$ cat config.mk
export PLATFORM = sky130hd
export DESIGN_NAME = serial_coordinate_frame_parser
export DESIGN_NICKNAME = d
export VERILOG_FILES = /design/src/rtl/scfp_pkg.sv /design/src/rtl/scfp_assembler.sv /design/src/rtl/scfp_decoder.sv /design/src/rtl/serial_coordinate_frame_parser.sv
export SDC_FILE = /design/constraint.sdc
export NUM_CORES = 1
export LEC_CHECK = 0
export ABC_AREA = 0
export BUFFER_PORTS_ARGS = -buffer_cell sky130_fd_sc_hd__buf_2
export CAP_MARGIN = 20
export CORE_MARGIN = 5
export CORE_UTILIZATION = 30
export DETAILED_ROUTE_END_ITERATION = 6
export SYNTH_ARGS = -nofsm -noshare
export SYNTH_HDL_FRONTEND = slang
export SYNTH_HIERARCHICAL = 1
export SYNTH_SLANG_ARGS = --single-unit
$ cat constraint.sdc
create_clock -name clk -period 11.91 [get_ports clk]
set_input_delay 0.5955 -clock clk [delete_from_list [all_inputs] [get_ports clk]]
set_output_delay 0.5955 -clock clk [all_outputs]
set_load 0.005 [all_outputs]
$ cat src/rtl/scfp_pkg.sv
// Shared types, character codes and the three-character field decoder
// for the serial coordinate frame parser. No dependencies.
`default_nettype none

package scfp_pkg;

  localparam int FrameLen = 12;
  localparam int CmdLen   = 4;
  localparam int PosW     = 4;

  localparam logic [7:0] CH_A     = 8'h61;  // 'a'
  localparam logic [7:0] CH_B     = 8'h62;  // 'b'
  localparam logic [7:0] CH_C     = 8'h63;  // 'c'
  localparam logic [7:0] CH_S     = 8'h73;  // 's'
  localparam logic [7:0] CH_PLUS  = 8'h2B;
  localparam logic [7:0] CH_MINUS = 8'h2D;
  localparam logic [7:0] CH_ZERO  = 8'h30;
  localparam logic [7:0] CH_NINE  = 8'h39;
  localparam logic [7:0] CH_SPACE = 8'h20;
  localparam logic [7:0] CH_TAB   = 8'h09;
  localparam logic [7:0] CH_CR    = 8'h0D;

  localparam logic signed [10:0] CMD_SET   = 11'sd111;
  localparam logic signed [10:0] CMD_CLEAR = 11'sd100;

  localparam logic MODE_COORD = 1'b0;
  localparam logic MODE_CMD   = 1'b1;
  localparam logic KIND_COORD = 1'b0;
  localparam logic KIND_CMD   = 1'b1;

  typedef enum logic [1:0] {PH_LEAD, PH_DIGITS, PH_DONE} decode_phase_t;

  // completed frame handed from the byte assembler to the decoder
  typedef struct packed {
    logic                 kind;
    logic [11:0][7:0]     bytes;
  } frame_t;

  // result item, format_ok in bit 0
  typedef struct packed {
    logic                 pad;
    logic                 work_enable;
    logic signed [10:0]   command_value;
    logic                 data_valid;
    logic signed [10:0]   sum_value;
    logic signed [10:0]   length_value;
    logic signed [10:0]   angle_value;
    logic                 format_ok;
  } result_t;

  function automatic logic is_blank(input logic [7:0] ch);
    return (ch == CH_SPACE) || (ch >= CH_TAB && ch <= CH_CR);
  endfunction

  function automatic logic is_digit(input logic [7:0] ch);
    return (ch >= CH_ZERO) && (ch <= CH_NINE);
  endfunction

  // atoi over exactly three characters: blanks, optional sign, digits
  function automatic logic signed [10:0] decode3(input logic [7:0] c0,
                                                 input logic [7:0] c1,
                                                 input logic [7:0] c2);
    logic [2:0][7:0] ch;
    decode_phase_t   phase;
    logic            neg;
    logic [9:0]      mag;
    logic [3:0]      dig;
    ch    = {c2, c1, c0};
    phase = PH_LEAD;
    neg   = 1'b0;
    mag   = 10'd0;
    for (int i = 0; i < 3; i++) begin
      dig = 4'(ch[i] - CH_ZERO);
      case (phase)
        PH_LEAD: begin
          if (is_blank(ch[i])) begin
            phase = PH_LEAD;
          end else if (ch[i] == CH_PLUS || ch[i] == CH_MINUS) begin
            neg   = (ch[i] == CH_MINUS);
            phase = PH_DIGITS;
          end else if (is_digit(ch[i])) begin
            mag   = 10'(dig);
            phase = PH_DIGITS;
          end else begin
            phase = PH_DONE;
          end
        end
        PH_DIGITS: begin
          if (is_digit(ch[i])) begin
            mag = 10'(14'(mag) * 14'd10 + 14'(dig));
          end else begin
            phase = PH_DONE;
          end
        end
        default: phase = PH_DONE;
      endcase
    end
    return neg ? -$signed({1'b0, mag}) : $signed({1'b0, mag});
  endfunction

endpackage

`default_nettype wire

$ cat src/rtl/scfp_assembler.sv
// Byte assembler: holds the mode register, byte position and frame buffers,
// and registers each completed frame for the decoder. Uses scfp_pkg.
`default_nettype none

module scfp_assembler
  import scfp_pkg::*;
(
  input  wire logic       clk,
  input  wire logic       rst,
  input  wire logic       cfg_valid,
  output logic            cfg_ready,
  input  wire logic       cfg_data,
  input  wire logic       s_tvalid,
  output logic            s_tready,
  input  wire logic [7:0] s_tdata,
  output logic            frame_valid,
  output frame_t          frame,
  input  wire logic       frame_ready
);

  logic                  frame_mode;
  logic [PosW-1:0]       byte_position;
  logic [PosW-1:0]       byte_position_next;
  logic [FrameLen-1:0][7:0] coord_buf;
  logic [FrameLen-1:0][7:0] coord_buf_next;
  logic [CmdLen-1:0][7:0]   cmd_buf;
  logic [CmdLen-1:0][7:0]   cmd_buf_next;
  logic                  accept;
  logic                  done;
  frame_t                frame_next;

  assign cfg_ready = 1'b1;
  assign s_tready  = !frame_valid || frame_ready;
  assign accept    = s_tvalid && s_tready;

  always_comb begin
    coord_buf_next     = coord_buf;
    cmd_buf_next       = cmd_buf;
    byte_position_next = byte_position;
    done               = 1'b0;
    if (accept) begin
      if (frame_mode == MODE_COORD) begin
        if (s_tdata == CH_A) begin
          coord_buf_next[0]  = s_tdata;
          byte_position_next = PosW'(1);
        end else if (byte_position < PosW'(FrameLen)) begin
          coord_buf_next[byte_position] = s_tdata;
          if (byte_position == PosW'(FrameLen - 1)) begin
            byte_position_next = '0;
            done               = 1'b1;
          end else begin
            byte_position_next = byte_position + PosW'(1);
          end
        end
      end else begin
        if (s_tdata == CH_S) begin
          cmd_buf_next[0]    = s_tdata;
          byte_position_next = PosW'(1);
        end else if (cmd_buf[0] == CH_S && byte_position < PosW'(CmdLen)) begin
          cmd_buf_next[byte_position[1:0]] = s_tdata;
          if (byte_position == PosW'(CmdLen - 1)) begin
            byte_position_next = '0;
            done               = 1'b1;
          end else begin
            byte_position_next = byte_position + PosW'(1);
          end
        end
      end
    end
  end

  // command frames ride in the low four bytes
  always_comb begin
    frame_next.kind  = (frame_mode == MODE_CMD) ? KIND_CMD : KIND_COORD;
    frame_next.bytes = coord_buf_next;
    if (frame_mode == MODE_CMD) begin
      frame_next.bytes = '0;
      for (int i = 0; i < CmdLen; i++) begin
        frame_next.bytes[i] = cmd_buf_next[i];
      end
    end
  end

  always_ff @(posedge clk) begin
    if (rst) begin
      frame_mode    <= MODE_COORD;
      byte_position <= '0;
      coord_buf     <= '0;
      cmd_buf       <= '0;
      frame_valid   <= 1'b0;
    end else begin
      if (cfg_valid && cfg_ready) begin
        frame_mode <= cfg_data;
      end
      byte_position <= byte_position_next;
      coord_buf     <= coord_buf_next;
      cmd_buf       <= cmd_buf_next;
      if (done) begin
        frame_valid <= 1'b1;
      end else if (frame_ready) begin
        frame_valid <= 1'b0;
      end
    end
  end

  always_ff @(posedge clk) begin
    if (done) begin
      frame <= frame_next;
    end
  end

endmodule

`default_nettype wire

$ cat src/rtl/scfp_decoder.sv
// Field decoder: converts the three fields of a frame, checks the sum,
// updates the held values and work flag, and registers the result item.
// Uses scfp_pkg.
`default_nettype none

module scfp_decoder
  import scfp_pkg::*;
(
  input  wire logic        clk,
  input  wire logic        rst,
  input  wire logic        frame_valid,
  input  wire frame_t      frame,
  output logic             frame_ready,
  output logic             m_tvalid,
  input  wire logic        m_tready,
  output logic [47:0]      m_tdata,
  output logic             m_tuser
);

  logic signed [10:0] angle_reg;
  logic signed [10:0] angle_reg_next;
  logic signed [10:0] length_reg;
  logic signed [10:0] length_reg_next;
  logic signed [10:0] sum_reg;
  logic signed [10:0] sum_reg_next;
  logic               work_flag;
  logic               work_flag_next;
  logic signed [10:0] field1;
  logic signed [10:0] field2;
  logic signed [10:0] field3;
  logic               fmt;
  logic               take;
  result_t            result_next;

  assign frame_ready = !m_tvalid || m_tready;
  assign take        = frame_valid && frame_ready;

  // field1 doubles as the command number for command frames
  assign field1 = decode3(frame.bytes[1], frame.bytes[2], frame.bytes[3]);
  assign field2 = decode3(frame.bytes[5], frame.bytes[6], frame.bytes[7]);
  assign field3 = decode3(frame.bytes[9], frame.bytes[10], frame.bytes[11]);
  assign fmt    = (frame.bytes[0] == CH_A) && (frame.bytes[4] == CH_B) &&
                  (frame.bytes[8] == CH_C);

  always_comb begin
    angle_reg_next  = angle_reg;
    length_reg_next = length_reg;
    sum_reg_next    = sum_reg;
    work_flag_next  = work_flag;
    result_next     = '0;
    if (frame.kind == KIND_COORD) begin
      if (fmt) begin
        angle_reg_next  = field1;
        length_reg_next = field2;
        sum_reg_next    = field3;
        result_next.data_valid =
          ({field3[10], field3} == {field1[10], field1} + {field2[10], field2});
      end
      result_next.format_ok = fmt;
    end else begin
      if (field1 == CMD_SET) begin
        work_flag_next = 1'b1;
      end else if (field1 == CMD_CLEAR) begin
        work_flag_next = 1'b0;
      end
      result_next.command_value = field1;
    end
    result_next.angle_value  = angle_reg_next;
    result_next.length_value = length_reg_next;
    result_next.sum_value    = sum_reg_next;
    result_next.work_enable  = work_flag_next;
  end

  always_ff @(posedge clk) begin
    if (rst) begin
      angle_reg  <= '0;
      length_reg <= '0;
      sum_reg    <= '0;
      work_flag  <= 1'b0;
      m_tvalid   <= 1'b0;
    end else begin
      if (take) begin
        angle_reg  <= angle_reg_next;
        length_reg <= length_reg_next;
        sum_reg    <= sum_reg_next;
        work_flag  <= work_flag_next;
        m_tvalid   <= 1'b1;
      end else if (m_tready) begin
        m_tvalid <= 1'b0;
      end
    end
  end

  always_ff @(posedge clk) begin
    if (take) begin
      m_tdata <= result_next;
      m_tuser <= frame.kind;
    end
  end

endmodule

`default_nettype wire

$ cat src/rtl/serial_coordinate_frame_parser.sv
// Serial coordinate frame parser: received bytes in, one result item per
// completed coordinate or command frame out.
//
// Channels: s_* takes one received byte per item; m_* gives one result
// item per completed frame; cfg_* writes frame_mode (0 coordinate frames
// "aXXXbYYYcZZZ", 1 command frames "sXXX"); the user must write it only
// while the block is idle, which the block itself does not enforce.
// Throughput: one byte per cycle, sustained, when m_tready stays high.
// Path: the byte that completes a frame is accepted and lands in the
// frame register; the decoder then takes it into the result register,
// which drives m_*. Bytes that do not complete a frame give no item.
// The two-register pipeline (frame register, result register) sets the
// latency; the decode of three fields sits between them.
// Stall: with m_tready low the result holds and one more completed frame
// may wait in the frame register; s_tready drops while that register is
// full and the result register cannot take its frame.
// Reset (rst, synchronous): clears byte position, buffers, held angle,
// length and sum, work flag and mode; no item is pending afterwards.
// Depends on scfp_pkg, scfp_assembler, scfp_decoder.
`default_nettype none

module serial_coordinate_frame_parser
  import scfp_pkg::*;
(
  input  wire logic        clk,
  input  wire logic        rst,
  input  wire logic        cfg_valid,
  output logic             cfg_ready,
  input  wire logic        cfg_data,    // frame_mode
  input  wire logic        s_tvalid,
  output logic             s_tready,
  input  wire logic [7:0]  s_tdata,     // rx_byte
  output logic             m_tvalid,
  input  wire logic        m_tready,
  // format_ok[0], angle_value[11:1], length_value[22:12], sum_value[33:23],
  // data_valid[34], command_value[45:35], work_enable[46], zero[47]
  output logic [47:0]      m_tdata,
  output logic             m_tuser      // frame_kind
);

  logic   frame_valid;
  logic   frame_ready;
  frame_t frame;

  scfp_assembler u_assembler (
    .clk         (clk),
    .rst         (rst),
    .cfg_valid   (cfg_valid),
    .cfg_ready   (cfg_ready),
    .cfg_data    (cfg_data),
    .s_tvalid    (s_tvalid),
    .s_tready    (s_tready),
    .s_tdata     (s_tdata),
    .frame_valid (frame_valid),
    .frame       (frame),
    .frame_ready (frame_ready)
  );

  scfp_decoder u_decoder (
    .clk         (clk),
    .rst         (rst),
    .frame_valid (frame_valid),
    .frame       (frame),
    .frame_ready (frame_ready),
    .m_tvalid    (m_tvalid),
    .m_tready    (m_tready),
    .m_tdata     (m_tdata),
    .m_tuser     (m_tuser)
  );

endmodule

`default_nettype wire

==> flow_summary.toml <==
[worst_setup_path]
reg2reg_to = "u_decoder/m_tdata[34]"
reg2reg_depth = 26
rr_startpoint = "u_assembler/frame[14]"
worstPathRequired_ps = 12340
crit_path_start_kind = "flop"
rrSetupSlack_ps = 3990
cp_data_arrival_time_ps = 8350
cp_max_fo = 7
endpoint_kind = "flop"
crit_type = "reg2reg"

[hold_path]
holdPathEnd = "u_assembler/frame_mode"
worstHoldPathType = "in2reg"
worstHoldStart = "cfg_data"
holdPathStages = 3

[final_layout]
largest_register = "u_assembler/frame"
nFillCells = 6120
top_regs = "u_assembler/frame: 97 flops, u_assembler/coord_buf: 96 flops, u_decoder/m_tdata: 47 flops"
drive_gt1_share_pct = 9.620
layout.nets = 2058
area_growth_syn_to_layout_pct = 11.14
multi_input_area_um2 = 10040
most-common-layout-cells = "nor2_1, nand2_1, dfxtp_1"
ff_latch_area_um2 = 7739
antenna_cells = 0
layout_commonest_cell = "nor2_1"
largest_register_ffs = 97
fin_area_um2 = 20380

[clocking]
post-cts-setup-buffers = 0
cts_root_buffer = "clkbuf_16"
cts_htree_levels = 1
cts_buffers = 31
clkLatencyLatePin_ps = 600
cts_resized = 0
cts_tree = "done"
hold_buffers = 0
cts_buffer_depth = 3
cts_sinks = 314
clk_pin_slew_worst_paths_ps = 70

[grt]
antenna_found_initial = 0
grt_pass1_wl_um = 74270
grt_usage_pct = 13.33
overflow = 0
grt_pass1_vias = 13830
grt_max_degree = 94

[die]
die_h_um = 257.3
die_area_um2 = 66180
fp.coreArea_um2 = 60470
die_w_um = 257.3
rows = 90
io-pin-count = 66
initial_core_util_pct = 30.33

[route]
vias_per_cell = 5.190
met1_length_um = 22440
wl_met3_um = 2233
drt_iter0_markers = 1057
drtAntennaViolNets = 0
drc = 0
wl_met2_um = 20580
first_pass_iters = 7
vias = 14310
routed_wl_um = 46160
top_layer = "met4"
wl_per_cell_um = 16.74

[timing]
post-route-period-util_pct = 66.50
fin_worst_skew_ps = 17.44
slew_violations = 0
hold_viol = 0
rsz0062_at_grt = "no"
finalSetupViolCount = 0
slew-limit-headroom_pct = 27.55
worst_slew_pin_slew_ps = 1081
finalSetupTns_ps = 0
period_minus_slack_ps = 7921
fmax_mhz = 126.3

[pwr]
power_density_nw_per_um2 = 107.0
power_w = 0.002180
p_leak_nw = 8.634
vdd_drop_max_mv = 0.1056

[synthesis]
synth-async-reset-ratio_pct = 0
syn_area_per_cell_um2 = 9.522
yosysSeqAreaShare_pct = 42.19
syn-cell-area_um2 = 18340
syn_nets = 2034
muxShareOfSynthArea_pct = 8.562
synth_edf_count = 145
synthCells = 1926
ys_warn_count = 6
yosys.area.top_type_share_pct = 23.74
ys_seq_elements = 314
synth_top_family_by_area = "simple AND/OR/NAND/NOR gates"
yosysUniqueCellTypes = 105
synthAdderAreaFrac_pct = 6.945
synthXorXnorAreaFrac_pct = 4.605
synth_area_leaders = "edfxtp_1, dfxtp_1, mux2i_1"
synth-simple-area-share_pct = 21.80
ys_dominant_reg_cell = "dfxtp_1"
synth_compound_area_share_pct = 12.74
synth_top_area_cell = "edfxtp_1"

[place]
port_buffers = 63
placed_area_um2 = 19370
place_congestion = 0.8928
dp_hpwl_um = 32510

[run_status]
outcome = "complete, no violations"

[job]
cap_violations = 0
## logic make-up (layout without fill, tap and decap cells)
logic type,count (synthesis),in the layout
simple gates,785,785
compound gates,344,344
flops,314,314
mux,156,156
buf+inv,141,190
fa+ha+maj,94,94
xor+xnor,90,90
other cells,2,2
## critical path, cell delays in order, from the launching register on
cell       delay (ps)
edfxtp_1          450
nand4bb_1         310
nor3_1            650
ha_1              360
ha_1              220
fa_1              540
nand2_1           110
nor3_1            440
xnor2_1           180
xnor2_1           350
nor2_1             80
ha_1              320
ha_1              310
o21ai_0           160
a21boi_0          180
a2111oi_0         450
xnor3_1           330
or3_1             360
a21oi_1           260
xor2_1            300
inv_1             130
ha_1              350
a21oi_1           240
o22a_1            190
nand2_1            50
a211o_1           310
nor4_2            130
## cell type report
type | instances | area share [%]
clock buffers | 45 | 4.260
clock inverters | 13 | 0.6814
inverters | 58 | 1.068
well taps | 782 | 4.800
multi-input cells | 1471 | 49.26
flip-flops and latches | 314 | 37.97
repair buffers | 74 | 1.964
## metal layers
layer	global-route usage (%)	vias up
li1	-	7014
met1	19.16	6909
met2	21.24	331
met3	1.951	56
met4	3.161	0
met5	0	-
## synth_stat cells (all sizes together), types with 11 or more instances
master and count:
a21oi 99, xor2 40, nor2 285, clkbuf 62
o21ai 61, nand3 37, a21o 19, xnor2 46
or3 13, a211oi 11, o21a 16, dfxtp 169
nor3 47, ha 81, o211ai 15, nand2 181
fa 13, nand4 32, a31oi 22, inv 56
nor2b 31, nor4 16, mux2i 149, or2 15
and3 15, and2 25, edfxtp 145, buf 21
nand2b 23
## worst max-delay path by stage
stage | start | end | slack [ps] | depth (start not counted)
floorplan | s_tdata[3] | u_assembler/frame[0] | 3170 | 6
global placement | u_assembler/frame[14] | u_decoder/m_tdata[34] | 4430 | 26
detailed placement | u_assembler/frame[14] | u_decoder/m_tdata[34] | 4070 | 26
CTS | u_assembler/frame[14] | u_decoder/m_tdata[34] | 4110 | 26
global route | u_assembler/frame[14] | u_decoder/m_tdata[34] | 3380 | 26
finish | u_assembler/frame[14] | u_decoder/m_tdata[34] | 3990 | 26
## where the power goes
group | internal [W] | total [W] | switching (W)
clock | 0.000553 | 0.000977 | 0.000424
sequential | 0.00113 | 0.00113 | 0.00000259
combinational | 0.0000222 | 0.0000754 | 0.0000532
## per-stage QoR
stage	setup WS, ps	instances	hold WS [ps]	util [%]
after floorplan	3169	1926	426.3	-
after global placement	4434	2698	437.9	32.03
after detailed placement	4066	2698	445.0	32.03
after CTS	4113	2756	227.9	33.70
after global routing	3377	2757	245.0	33.71
final	3989	2757	254.0	33.71
(Power assumes the default switching activity.)
